**src/design/button_setpoint_autorepeat_core_defines.svh**
```systemverilog
// ----------------------------------------------------------------------------
// Setpoint keypad core: assertion macros
// Concurrent assertion wrappers that compile away when NO_ASSERTIONS is set.
// ----------------------------------------------------------------------------
`ifndef BUTTON_SETPOINT_AUTOREPEAT_CORE_DEFINES_SVH
`define BUTTON_SETPOINT_AUTOREPEAT_CORE_DEFINES_SVH

`ifndef NO_ASSERTIONS

// Check that prop holds at every rising clock edge outside reset
`define BSA_ASSERT(lbl, clk, rst_n, prop) \
  lbl: assert property (@(posedge clk) disable iff (!rst_n) (prop)) \
    else $error("bsa assertion failed");

// Check that cond implies prop at the same edge outside reset
`define BSA_ASSERT_IMPL(lbl, clk, rst_n, cond, prop) \
  lbl: assert property (@(posedge clk) disable iff (!rst_n) (cond) |-> (prop)) \
    else $error("bsa assertion failed");

`else

`define BSA_ASSERT(lbl, clk, rst_n, prop)
`define BSA_ASSERT_IMPL(lbl, clk, rst_n, cond, prop)

`endif

`endif

```
**src/design/bsa_pkg.sv**
```systemverilog
// ----------------------------------------------------------------------------
// Setpoint keypad package
// Constants, register codes and the structs shared by the keypad modules.
// ----------------------------------------------------------------------------
package bsa_pkg;

  // Timing of the hold behavior, counted in acted ticks
  localparam logic [8:0] LONG_PRESS_TICKS = 9'd500;
  localparam logic [5:0] REPEAT_PERIOD    = 6'd50;
  localparam logic [3:0] COARSE_AFTER     = 4'd10;
  localparam logic [5:0] FIRST_STEP_AT    = 6'd5;
  localparam logic [7:0] IDLE_FIRE        = 8'hFE;
  localparam logic [7:0] IDLE_TOP         = 8'hFF;

  // Register reset values
  localparam logic [14:0]        FINE_STEP_RST  = 15'd26;
  localparam logic [14:0]        COARSE_STEP_RST = 15'd256;
  localparam logic signed [15:0] SP_MIN_RST     = 16'sd0;
  localparam logic signed [15:0] SP_MAX_RST     = 16'sd25600;
  localparam logic signed [15:0] SP_START_RST   = 16'sd0;

  // Register indexes of the configuration port
  localparam int unsigned    CFG_IDX_W       = 3;
  localparam logic [2:0]     CFG_FINE_STEP   = 3'd0;
  localparam logic [2:0]     CFG_COARSE_STEP = 3'd1;
  localparam logic [2:0]     CFG_SP_MIN      = 3'd2;
  localparam logic [2:0]     CFG_SP_MAX      = 3'd3;
  localparam logic [2:0]     CFG_SP_START    = 3'd4;

  typedef struct packed {
    logic [14:0]        fine_step;
    logic [14:0]        coarse_step;
    logic signed [15:0] sp_min;
    logic signed [15:0] sp_max;
  } cfg_t;

  typedef struct packed {
    logic               load;
    logic signed [15:0] value;
  } sp_load_t;

  typedef struct packed {
    logic [31:0] now_ms;
    logic        mid_pressed;
    logic        up_pressed;
    logic        down_pressed;
  } tick_t;

  typedef struct packed {
    logic               acted;
    logic signed [15:0] setpoint;
    logic               setpoint_changed;
    logic               store_setpoint;
    logic               enable_heater;
    logic               reset_timer;
  } result_t;

endpackage

```
**src/design/bsa_cfg_regs.sv**
```systemverilog
// ----------------------------------------------------------------------------
// Setpoint keypad configuration registers
// Holds step sizes and clamp limits; a start write loads the setpoint.
// ----------------------------------------------------------------------------
module bsa_cfg_regs (
  input  logic                            clk_i,
  input  logic                            rst_ni,
  input  logic                            cfg_valid_i,
  output logic                            cfg_ready_o,
  input  logic [bsa_pkg::CFG_IDX_W-1:0]   cfg_index_i,
  input  logic [15:0]                     cfg_data_i,
  output bsa_pkg::cfg_t                   cfg_o,
  output bsa_pkg::sp_load_t               sp_load_o
);

  bsa_pkg::cfg_t cfg_q;
  logic          wr_en;

  // Always able to take a write
  assign cfg_ready_o = 1'b1;
  assign wr_en       = cfg_valid_i & cfg_ready_o;

  // Update the addressed register; unknown indexes are dropped
  always_ff @(posedge clk_i or negedge rst_ni) begin
    if (!rst_ni) begin
      cfg_q.fine_step   <= bsa_pkg::FINE_STEP_RST;
      cfg_q.coarse_step <= bsa_pkg::COARSE_STEP_RST;
      cfg_q.sp_min      <= bsa_pkg::SP_MIN_RST;
      cfg_q.sp_max      <= bsa_pkg::SP_MAX_RST;
    end else if (wr_en) begin
      unique case (cfg_index_i)
        bsa_pkg::CFG_FINE_STEP:   cfg_q.fine_step   <= cfg_data_i[14:0];
        bsa_pkg::CFG_COARSE_STEP: cfg_q.coarse_step <= cfg_data_i[14:0];
        bsa_pkg::CFG_SP_MIN:      cfg_q.sp_min      <= $signed(cfg_data_i);
        bsa_pkg::CFG_SP_MAX:      cfg_q.sp_max      <= $signed(cfg_data_i);
        default: ;
      endcase
    end
  end

  assign cfg_o = cfg_q;

  // A start write goes straight to the setpoint register
  assign sp_load_o.load  = wr_en && (cfg_index_i == bsa_pkg::CFG_SP_START);
  assign sp_load_o.value = $signed(cfg_data_i);

endmodule

```
**src/design/bsa_tick_core.sv**
```systemverilog
// ----------------------------------------------------------------------------
// Setpoint keypad tick logic
// Time gate, hold counters, auto-repeat stepping with clamp, idle timeout.
// ----------------------------------------------------------------------------
module bsa_tick_core (
  input  logic              clk_i,
  input  logic              rst_ni,
  input  logic              fire_i,
  input  bsa_pkg::tick_t    tick_i,
  input  bsa_pkg::cfg_t     cfg_i,
  input  bsa_pkg::sp_load_t sp_load_i,
  output bsa_pkg::result_t  result_o
);

  logic [31:0]        last_q, last_d;
  logic [8:0]         mid_cnt_q, mid_cnt_d;
  logic [5:0]         held_q, held_d;
  logic [3:0]         rep_q, rep_d;
  logic [7:0]         idle_q, idle_d;
  logic signed [15:0] sp_q, sp_d;

  logic [31:0]        gap;
  logic               pass;
  logic               act;
  logic [8:0]         mid_inc;
  logic [5:0]         held_base;
  logic               coarse;
  logic [14:0]        mag;
  logic signed [17:0] sp_ext, mag_ext, min_ext, max_ext, sum, lo_clamp, hi_clamp;
  logic               changed, store, rtimer;

  // Time gate on the wrapping difference
  assign gap  = tick_i.now_ms - last_q;
  assign pass = gap > 32'd1;
  assign act  = fire_i & pass;

  // Step size and clamped step result
  assign coarse   = rep_q > bsa_pkg::COARSE_AFTER;
  assign mag      = coarse ? cfg_i.coarse_step : cfg_i.fine_step;
  assign sp_ext   = {{2{sp_q[15]}}, sp_q};
  assign mag_ext  = $signed({3'b000, mag});
  assign min_ext  = {{2{cfg_i.sp_min[15]}}, cfg_i.sp_min};
  assign max_ext  = {{2{cfg_i.sp_max[15]}}, cfg_i.sp_max};
  assign sum      = tick_i.up_pressed ? (sp_ext + mag_ext) : (sp_ext - mag_ext);
  assign lo_clamp = (sum < min_ext) ? min_ext : sum;
  assign hi_clamp = (lo_clamp > max_ext) ? max_ext : lo_clamp;

  assign mid_inc   = mid_cnt_q + 9'd1;
  assign held_base = (held_q >= bsa_pkg::REPEAT_PERIOD) ? 6'd0 : held_q;

  // Next state and pulses for one tick
  always_comb begin
    last_d    = last_q;
    mid_cnt_d = mid_cnt_q;
    held_d    = held_q;
    rep_d     = rep_q;
    idle_d    = idle_q;
    sp_d      = sp_q;
    changed   = 1'b0;
    store     = 1'b0;
    rtimer    = 1'b0;
    if (act) begin
      last_d = tick_i.now_ms;
      // Long middle press
      if (tick_i.mid_pressed) begin
        if (mid_inc >= bsa_pkg::LONG_PRESS_TICKS) begin
          mid_cnt_d = 9'd0;
          rtimer    = 1'b1;
        end else begin
          mid_cnt_d = mid_inc;
        end
      end else begin
        mid_cnt_d = 9'd0;
      end
      // Auto-repeat or idle count
      if (tick_i.up_pressed || tick_i.down_pressed) begin
        if (held_q == bsa_pkg::FIRST_STEP_AT) begin
          if (!coarse) begin
            rep_d = rep_q + 4'd1;
          end
          sp_d    = hi_clamp[15:0];
          idle_d  = 8'd0;
          changed = 1'b1;
        end
        held_d = held_base + 6'd1;
      end else begin
        held_d = 6'd0;
        rep_d  = 4'd0;
        store  = (idle_q == bsa_pkg::IDLE_FIRE);
        if (idle_q < bsa_pkg::IDLE_TOP) begin
          idle_d = idle_q + 8'd1;
        end
      end
    end
    // A start write overrides the setpoint
    if (sp_load_i.load) begin
      sp_d = sp_load_i.value;
    end
  end

  // Hold the keypad state
  always_ff @(posedge clk_i or negedge rst_ni) begin
    if (!rst_ni) begin
      last_q    <= 32'd0;
      mid_cnt_q <= 9'd0;
      held_q    <= 6'd0;
      rep_q     <= 4'd0;
      idle_q    <= bsa_pkg::IDLE_TOP;
      sp_q      <= bsa_pkg::SP_START_RST;
    end else begin
      last_q    <= last_d;
      mid_cnt_q <= mid_cnt_d;
      held_q    <= held_d;
      rep_q     <= rep_d;
      idle_q    <= idle_d;
      sp_q      <= sp_d;
    end
  end

  assign result_o.acted            = pass;
  assign result_o.setpoint         = sp_d;
  assign result_o.setpoint_changed = changed;
  assign result_o.store_setpoint   = store;
  assign result_o.enable_heater    = store;
  assign result_o.reset_timer      = rtimer;

endmodule

```
**src/design/button_setpoint_autorepeat_core.sv**
```systemverilog
// ----------------------------------------------------------------------------
// Setpoint keypad core
// Button ticks in, one status result per tick out, with auto-repeat stepping.
// ----------------------------------------------------------------------------
// Usage:
//   Input channel: in_valid_i / in_stall_o carry one tick (timestamp and the
//   three button levels). Output channel: out_valid_o / out_stall_i carry one
//   result per tick. A transfer happens when valid is high and stall is low.
//   Configuration: cfg_valid_i / cfg_ready_o with a register index and data;
//   write it only while no tick is in flight. cfg_ready_o is always high.
//   Pipeline: a transferred tick loads the input register, its result is then
//   registered in the result register, and out_valid_o rises with it.
//   Throughput: one tick per cycle while out_stall_i is low, set by the state
//   update that sits between the input register and the result register.
//   Stall: when out_stall_i holds a result, the input register fills and
//   in_stall_o rises; nothing is dropped.
//   Reset: both registers empty, counters cleared, idle counter at its top,
//   configuration at its defaults, setpoint at zero. No clearing pass.
// ----------------------------------------------------------------------------
`include "button_setpoint_autorepeat_core_defines.svh"

module button_setpoint_autorepeat_core (
  input  logic                          clk_i,
  input  logic                          rst_ni,
  // tick input
  input  logic                          in_valid_i,
  output logic                          in_stall_o,
  input  logic [31:0]                   now_ms_i,
  input  logic                          mid_pressed_i,
  input  logic                          up_pressed_i,
  input  logic                          down_pressed_i,
  // result output
  output logic                          out_valid_o,
  input  logic                          out_stall_i,
  output logic                          acted_o,
  output logic signed [15:0]            setpoint_o,
  output logic                          setpoint_changed_o,
  output logic                          store_setpoint_o,
  output logic                          enable_heater_o,
  output logic                          reset_timer_o,
  // configuration writes
  input  logic                          cfg_valid_i,
  output logic                          cfg_ready_o,
  input  logic [bsa_pkg::CFG_IDX_W-1:0] cfg_index_i,
  input  logic [15:0]                   cfg_data_i
);

  bsa_pkg::tick_t    tick_q;
  logic              s1_valid_q;
  bsa_pkg::result_t  res_q, res_d;
  logic              out_valid_q;
  logic              advance, fire, in_xfer;
  bsa_pkg::cfg_t     cfg;
  bsa_pkg::sp_load_t sp_load;
  logic              any_pulse;

  // Pipeline control
  assign advance    = !out_valid_q || !out_stall_i;
  assign fire       = s1_valid_q && advance;
  assign in_stall_o = s1_valid_q && !advance;
  assign in_xfer    = in_valid_i && !in_stall_o;

  // Input register
  always_ff @(posedge clk_i or negedge rst_ni) begin
    if (!rst_ni) begin
      s1_valid_q <= 1'b0;
    end else if (in_xfer) begin
      s1_valid_q <= 1'b1;
    end else if (fire) begin
      s1_valid_q <= 1'b0;
    end
  end

  always_ff @(posedge clk_i) begin
    if (in_xfer) begin
      tick_q.now_ms       <= now_ms_i;
      tick_q.mid_pressed  <= mid_pressed_i;
      tick_q.up_pressed   <= up_pressed_i;
      tick_q.down_pressed <= down_pressed_i;
    end
  end

  bsa_cfg_regs u_cfg (
    .clk_i       (clk_i),
    .rst_ni      (rst_ni),
    .cfg_valid_i (cfg_valid_i),
    .cfg_ready_o (cfg_ready_o),
    .cfg_index_i (cfg_index_i),
    .cfg_data_i  (cfg_data_i),
    .cfg_o       (cfg),
    .sp_load_o   (sp_load)
  );

  bsa_tick_core u_core (
    .clk_i     (clk_i),
    .rst_ni    (rst_ni),
    .fire_i    (fire),
    .tick_i    (tick_q),
    .cfg_i     (cfg),
    .sp_load_i (sp_load),
    .result_o  (res_d)
  );

  // Result register
  always_ff @(posedge clk_i or negedge rst_ni) begin
    if (!rst_ni) begin
      out_valid_q <= 1'b0;
    end else if (fire) begin
      out_valid_q <= 1'b1;
    end else if (!out_stall_i) begin
      out_valid_q <= 1'b0;
    end
  end

  always_ff @(posedge clk_i) begin
    if (fire) begin
      res_q <= res_d;
    end
  end

  assign out_valid_o        = out_valid_q;
  assign acted_o            = res_q.acted;
  assign setpoint_o         = res_q.setpoint;
  assign setpoint_changed_o = res_q.setpoint_changed;
  assign store_setpoint_o   = res_q.store_setpoint;
  assign enable_heater_o    = res_q.enable_heater;
  assign reset_timer_o      = res_q.reset_timer;

  assign any_pulse = setpoint_changed_o || store_setpoint_o || reset_timer_o;

  // Pulses only come from ticks that passed the time gate
  `BSA_ASSERT_IMPL(a_pulse_needs_act, clk_i, rst_ni, out_valid_o && any_pulse, acted_o)
  // Idle timeout drives both pulses together
  `BSA_ASSERT_IMPL(a_store_heat_pair, clk_i, rst_ni, out_valid_o, store_setpoint_o == enable_heater_o)
  // Input backpressure only comes from a held result
  `BSA_ASSERT_IMPL(a_stall_cause, clk_i, rst_ni, in_stall_o, out_valid_o && out_stall_i)

endmodule

```
**config.mk**
```make
export PLATFORM = sky130hd
export DESIGN_NAME = button_setpoint_autorepeat_core
export DESIGN_NICKNAME = d
export VERILOG_FILES = /design/src/design/bsa_pkg.sv /design/src/design/bsa_cfg_regs.sv /design/src/design/bsa_tick_core.sv /design/src/design/button_setpoint_autorepeat_core.sv
export VERILOG_INCLUDE_DIRS = /design/src /design/src/design
export SDC_FILE = /design/constraint.sdc
export NUM_CORES = 1
export LEC_CHECK = 0
export BUFFER_PORTS_ARGS = -buffer_cell sky130_fd_sc_hd__buf_4
export CORE_ASPECT_RATIO = 0.5
export CORE_MARGIN = 2
export CORE_UTILIZATION = 35
export CTS_CLUSTER_SIZE = 28
export DETAILED_ROUTE_END_ITERATION = 7
export SYNTH_ARGS = -nofsm -noshare
export SYNTH_HDL_FRONTEND = slang
export SYNTH_SLANG_ARGS = --single-unit
```
**constraint.sdc**
```tcl
create_clock -name clk_i -period 18.34 [get_ports clk_i]
set_input_delay 2.751 -clock clk_i [delete_from_list [all_inputs] [get_ports clk_i]]
set_output_delay 2.751 -clock clk_i [all_outputs]
set_load 0.02 [all_outputs]
```
==> results of run 1 <==
-- cell usage after synthesis (7+ instances only) --
cell type,count,area [um2]
xor2_1,15,131.4
nor3_1,22,110.1
o21a_1,23,172.7
o211ai_1,26,195.2
clkbuf_1,33,123.9
nand2_1,106,397.9
nor4_1,8,50.05
xnor2_1,28,245.2
nor2b_1,12,75.07
dfrtp_1,124,3103
nor2_1,65,244.0
and3_1,8,50.05
edfxtp_1,55,1652
a21o_1,21,157.7
o31ai_1,30,225.2
dfstp_2,15,394.1
mux2_2,71,799.5
o21ai_0,80,400.4
inv_1,86,322.8
ha_1,89,1114
or3_1,7,43.79
mux2_4,29,435.4
buf_2,12,60.06
nand3_1,40,200.2
and2_1,8,50.05
a21oi_1,73,365.4
nand2b_1,12,75.07
nand4_1,34,212.7
a31oi_1,9,56.30
mux2i_1,18,180.2
-- registers in the layout, indices dropped and copies added (netlist names) --
name	flops
acted_o	1
enable_heater_o	1
out_valid_o	1
reset_timer_o	1
s1_valid_q	1
setpoint_changed_o	1
setpoint_o	16
tick_q	35
u_cfg.cfg_o	62
u_core.held_q	6
u_core.idle_q	8
u_core.last_q	32
u_core.mid_cnt_q	9
u_core.rep_q	4
u_core.sp_q	16
-- per-stage QoR --
stage | instances | worst slack [ps] | util
after detailed placement | 1781 | 9536 | 0.3804
after global routing | 1813 | 8704 | 0.3958
final | 1813 | 9400 | 0.3958
after floorplan | 1266 | 10320 | -
after CTS | 1813 | 9478 | 0.3958
after global placement | 1781 | 9781 | 0.3804
-- routing by layer --
metal	vias up	track usage	share of wire
met1	4871	0.2356	0.47
met3	25	0.03665	0.046
met4	0	0.03528	0.012
met2	224	0.2860	0.47
li1	4731	-	-
met5	-	0	0
-- logic make-up after synthesis --
group           share of synthesized area
compound gates                     0.1673
xor+xnor                          0.02981
fa+ha+maj                         0.09130
buf+inv                           0.05030
flops                              0.4075
mux                                0.1120
other cells                     0.0002968
simple gates                       0.1415
-- critical path: cells and delay by family, from the launching register on --
family | cells | cell delay (ps)
AO/OA/AOI/OAI | 13 | 3500
XOR/XNOR | 2 | 280
flip-flops | 1 | 420
multiplexers | 3 | 1180
adder cells (fa/ha/maj) | 4 | 1120
AND/OR/NAND/NOR | 9 | 1820
buffers and inverters | 2 | 350
-- layout make-up --
type / count / share of cell area
clock inverter: 10 / 0.005130
tap: 484 / 0.04281
multi-input combinational: 929 / 0.4844
timing repair buffer: 87 / 0.04644
sequential: 194 / 0.3640
inverter: 87 / 0.02362
clock buffer: 22 / 0.03361
-- power groups by stage --
stage | combinational (W) | clock, W | sequential, W
2_1_floorplan | 0.000977 | 0 | 0.000604
3_3_place_gp | 0.00126 | 0 | 0.000616
3_5_place_dp | 0.00128 | 0 | 0.000618
4_1_cts | 0.00130 | 0.000370 | 0.000611
5_1_grt | 0.00146 | 0.000391 | 0.000623
6_report | 0.00132 | 0.000361 | 0.000611
-- path summary, 6_finish.rpt --
path                       slack [ps]       startpoint               to
min in group asynchronous        2270           rst_ni       s1_valid_q
max in group asynchronous       14590           rst_ni  u_cfg.cfg_o[20]
max                              9400  u_core.rep_q[0]    setpoint_o[8]
min reg2reg                       500       s1_valid_q      out_valid_o
min                               500       s1_valid_q      out_valid_o
max reg2reg                      9400  u_core.rep_q[0]    setpoint_o[8]
==> flow_summary.yaml, run 1 <==
yosys:
  synthCells: 1266
  syn_area_um2: 12640
  synth_fp_nets: 1416
  async_flop_share: 0.7165
  synth_ff_type: "dfrtp_1"
  seq_area_frac_synth: 0.4075
  yosys_warnings: 0
  ys_ff_latch: 194
  synth_edf_count: 55
  ys_types: 77
  syn_area_per_cell_um2: 9.981
placement:
  gp_congestion: 0.8915
  postPlaceCellArea_um2: 13600
  port_buffers: 81
  post-dp-hpwl_mm: 23.36
layout:
  layout_common_cells: "dfrtp_1, nand2_1, ha_1"
  final_common_cell: "dfrtp_1"
  synthToLayoutAreaGrowth_pct: 11.95
  multi_input_area_um2: 6853
  seq_area_um2: 5149
  diodes: 0
  final_cell_area_um2: 14150
  nNetsFinal: 1466
  drive_gt1_frac: 0.1889
  n_fill_cell: 3499
grt:
  grt-ovfl-total: 0
  antenna_found_initial: 0
  grt_pass1_wl_mm: 52.76
  grt.total_usage: 0.1736
  grt_start_max_net_pins: 78
  grt_pass1_vias: 9856
drt:
  routed_via_density: 5.434
  wl_per_cell_um: 17.73
  first_iter_violations: 711
  vias: 9851
  ant_nets: 0
  dr.pass1.iters: 6
  wl_mm: 32.15
  drc_errors: 0
timing:
  slew_viol_final: 0
  rsz0062_at_grt: "false"
  fin_skew_ps: 13.99
  worstMarginPinSlew_ps: 1354
  period_minus_slack_ps: 8940
  setup_viol: 0
  relSlewSlack: 0.09425
  setup_tns_ps: 0
  whs_ps: 497.3
  max_freq_mhz: 111.9
  finalHoldViolCount: 0
  post-route-period-util: 0.4874
setup_path:
  start_kind: "flip-flop"
  cp_common_cell: "ha_1"
  cp.arrival_ps: 9120
  critPathCaptureType: "flip-flop"
  max_stage_delay_ps: 780
  slowest_stage: "o21a_1"
  r2r_cells: 33
  critPathMaxFanout: 29
  worstPathRequired_ps: 18520
  critical_path_class: "reg2reg"
power_and_ir_drop:
  comb_power_share: 0.575
  switching_share: 0.4295
  power_density_nw_per_um2: 162.0
  vdd_drop_max_uv: 151.9
  leakagePower_nw: 6.047
  power_frac_clock: 0.158
  power_w: 0.002291
  internal_power_w: 0.001307
  power_frac_seq: 0.267
  p_sw_w: 0.0009841
clock_network:
  cts_tree: "done"
  numCtsBuffers: 17
  ctsRootBufferMaster: "clkbuf_16"
  clockBufferDepth: 2
  cts_resized: 0
  cts_hold_buf: 0
  clk_pin_slew_ps: 70
  clock_sinks: 194
  postCtsSetupBuffers: 0
  htree_levels: 4
  clk_latency_ps: 460
worst_hold_path:
  hold_path_depth: 1
  hp-class: "reg2reg"
floorplan:
  row_count: 49
  core-area_um2: 35740
  die_area_um2: 37730
  initial_core_util: 0.3535
  die_w_um: 272.7
  die_y_um: 138.4
  ios: 83
outcome:
  status: "finished clean"
flow_run:
  cap_violations: 0
Note: power is estimated with default switching activity, not from simulation.
==> run 2: changes to the inputs <==
ABC_AREA = 1   (was not set)
clock period = 9 ns   (was 18.34 ns; I/O delays follow)
==> run 2 against run 1 <==
Against the previous run:
- sequential cell count unchanged
- wire length grew 10%
- design area up 9.7%
- sequential power up 100%
- count of clock-buffer cells in the layout decreased by 2
- synthesized area grew 9.2%
- combinational power is 140% higher
- worst hold slack worse by 25 ps
- largest cell class unchanged
- clock power up 120%
- clock skew increased by 7.0 ps
- global-route usage up 0.55 points
- via count rose by 23%
==> flow_summary.yaml, run 2 <==
yosys:
  yosys_warnings: 0
  synth_top_area_share: 0.2248
  synthTopCellsByArea: "dfrtp_1, nand2_1, edfxtp_1"
  synthTopCellsByCount: "nand2_1, inv_1, dfrtp_1, nor2_1, nand3_1"
  synth_ff_type: "dfrtp_1"
  async_flop_share: 0.7165
  synthCells: 2008
  yosysTopAreaCell: "dfrtp_1"
  synth_fp_nets: 2158
  synth_edf_count: 55
  syn_area_um2: 13800
  seq_area_frac_synth: 0.3730
  syn_area_per_cell_um2: 6.874
  ys_ff_latch: 194
  yosysMostFrequentCell: "nand2_1"
  ys_types: 46
placement:
  post-dp-hpwl_mm: 27.31
  postPlaceCellArea_um2: 14910
  port_buffers: 81
  gp_congestion: 0.9100
  dp_slack_ps: 513.2
layout:
  drive_gt1_frac: 0.08629
  multi_input_area_um2: 7237
  layout_common_cells: "nand2_1, inv_1, dfrtp_1"
  n_fill_cell: 4093
  diodes: 0
  final_common_cell: "nand2_1"
  synthToLayoutAreaGrowth_pct: 12.42
  nNetsFinal: 2223
  final_cell_area_um2: 15520
  largest_reg_flops: 62
  seq_area_um2: 5149
worst_hold_path:
  hp-class: "reg2reg"
  hp-start: "s1_valid_q"
  hold_path_depth: 2
floorplan:
  die_y_um: 144.4
  core-area_um2: 38860
  row_count: 51
  die_w_um: 284.9
  ios: 83
  initial_core_util: 0.3552
  die_area_um2: 41140
setup_path:
  start_kind: "flip-flop"
  critical_path_class: "reg2reg"
  cp-startpoint: "u_core.rep_q[0]"
  cp_common_cell: "nand2_1"
  worstPathRequired_ps: 9330
  critPathCaptureType: "flip-flop"
  r2r_cells: 50
  slowest_stage: "dfrtp_1"
  critPathMaxFanout: 19
  reg2reg_from: "u_core.rep_q[0]"
  cp.arrival_ps: 8340
  max_stage_delay_ps: 410
drt:
  routed_via_density: 4.620
  vias: 12090
  drt-met1-wl_mm: 16.64
  dr.pass1.iters: 7
  wl_per_cell_um: 13.55
  first_iter_violations: 820
  route.met3.wl_mm: 1.211
  top_layer_used: "met4"
  dr_wl_met2_mm: 17.16
  drc_errors: 0
  ant_nets: 0
  wl_mm: 35.45
clock_network:
  htree_levels: 4
  clockBufferDepth: 2
  cts_tree: "done"
  numCtsBuffers: 17
  clock_sinks: 194
  clk_latency_ps: 470
  clk_pin_slew_ps: 80
  ctsRootBufferMaster: "clkbuf_16"
  cts_hold_buf: 0
timing:
  rsz0062_at_grt: "false"
  relSlewSlack: 0.2333
  max_freq_mhz: 124.9
  fin_skew_ps: 20.97
  post-route-period-util: 0.8894
  finalHoldViolCount: 0
  worstMarginPinSlew_ps: 1147
  slew_viol_final: 0
  fin_ws_ps: 995.6
  period_minus_slack_ps: 8004
  setup_viol: 0
  whs_ps: 472.2
  setup_tns_ps: 0
power_and_ir_drop:
  power_density_nw_per_um2: 340.0
  leakagePower_nw: 8.330
  vdd_drop_max_uv: 169.5
  power_w: 0.005275
grt:
  grt_start_max_net_pins: 85
  grt_pass1_wl_mm: 58.74
  grt.total_usage: 0.1791
  antenna_found_initial: 0
  grt_pass1_vias: 11500
  grt-ovfl-total: 0
outcome:
  status: "finished clean"
flow_run:
  cap_violations: 0
-- run 2: kinds of logic after synthesis --
group / Yosys count / synth area share
buffers and inverters: 364 / 0.1038
other: 1 / 0.0002717
adders and majority gates: 91 / 0.08358
xor gates and xnor gates: 41 / 0.02602
muxes: 5 / 0.003626
AOI/OAI and AO/OA: 199 / 0.07805
and+or+nand+nor: 1113 / 0.3317
DFF: 194 / 0.3730
-- run 2: cell type report --
class | instances | area share
clock buffers | 20 | 0.02951
clock inverters | 12 | 0.008628
inverters | 322 | 0.07813
multi-input cells | 1450 | 0.4664
flip-flops and latches | 194 | 0.3318
well taps | 530 | 0.04273
repair buffers | 88 | 0.04282
-- run 2: repair_timing --
item / CTS / global route
buffers inserted: 0 / 1
resized for setup: 0 / 7
setup endpoints to repair: 0 / 32
-- run 2: critical path, delay by kind of cell, from the launching register on --
family                     cells  cell delay, ps
adders and majority gates      4            1090
buffers and inverters          6             910
xor gates and xnor gates       2             320
and+or+nand+nor               34            4270
AOI/OAI and AO/OA              4             870
DFF                            1             410
-- run 2: routing by layer --
layer / vias to the layer above / GRT usage
li1: 6391 / -
met4: 0 / 0.04044
met5: - / 0
met3: 30 / 0.03738
met1: 5498 / 0.2210
met2: 166 / 0.3228
-- run 2: worst paths after layout --
check	to	slack, ps
hold / removal	out_valid_o	470
hold reg to reg	out_valid_o	470
max in group asynchronous	u_cfg.cfg_o[23]	6740
setup / recovery	setpoint_o[7]	1000
min in group asynchronous	u_core.last_q[26]	950
setup reg to reg	setpoint_o[7]	1000
-- run 2: power breakdown --
part           total, W  switching [W]  internal (W)
sequential      0.00125       0.000147       0.00110
combinational   0.00323        0.00205       0.00119
clock          0.000789       0.000381      0.000409
total           0.00528        0.00258       0.00270
-- run 2: per-stage QoR --
step / utilization / std cells
floorplan: - / 2008
global placement: 0.3837 / 2583
detailed placement: 0.3837 / 2583
CTS: 0.3989 / 2615
global route: 0.3993 / 2616
finish: 0.3993 / 2616
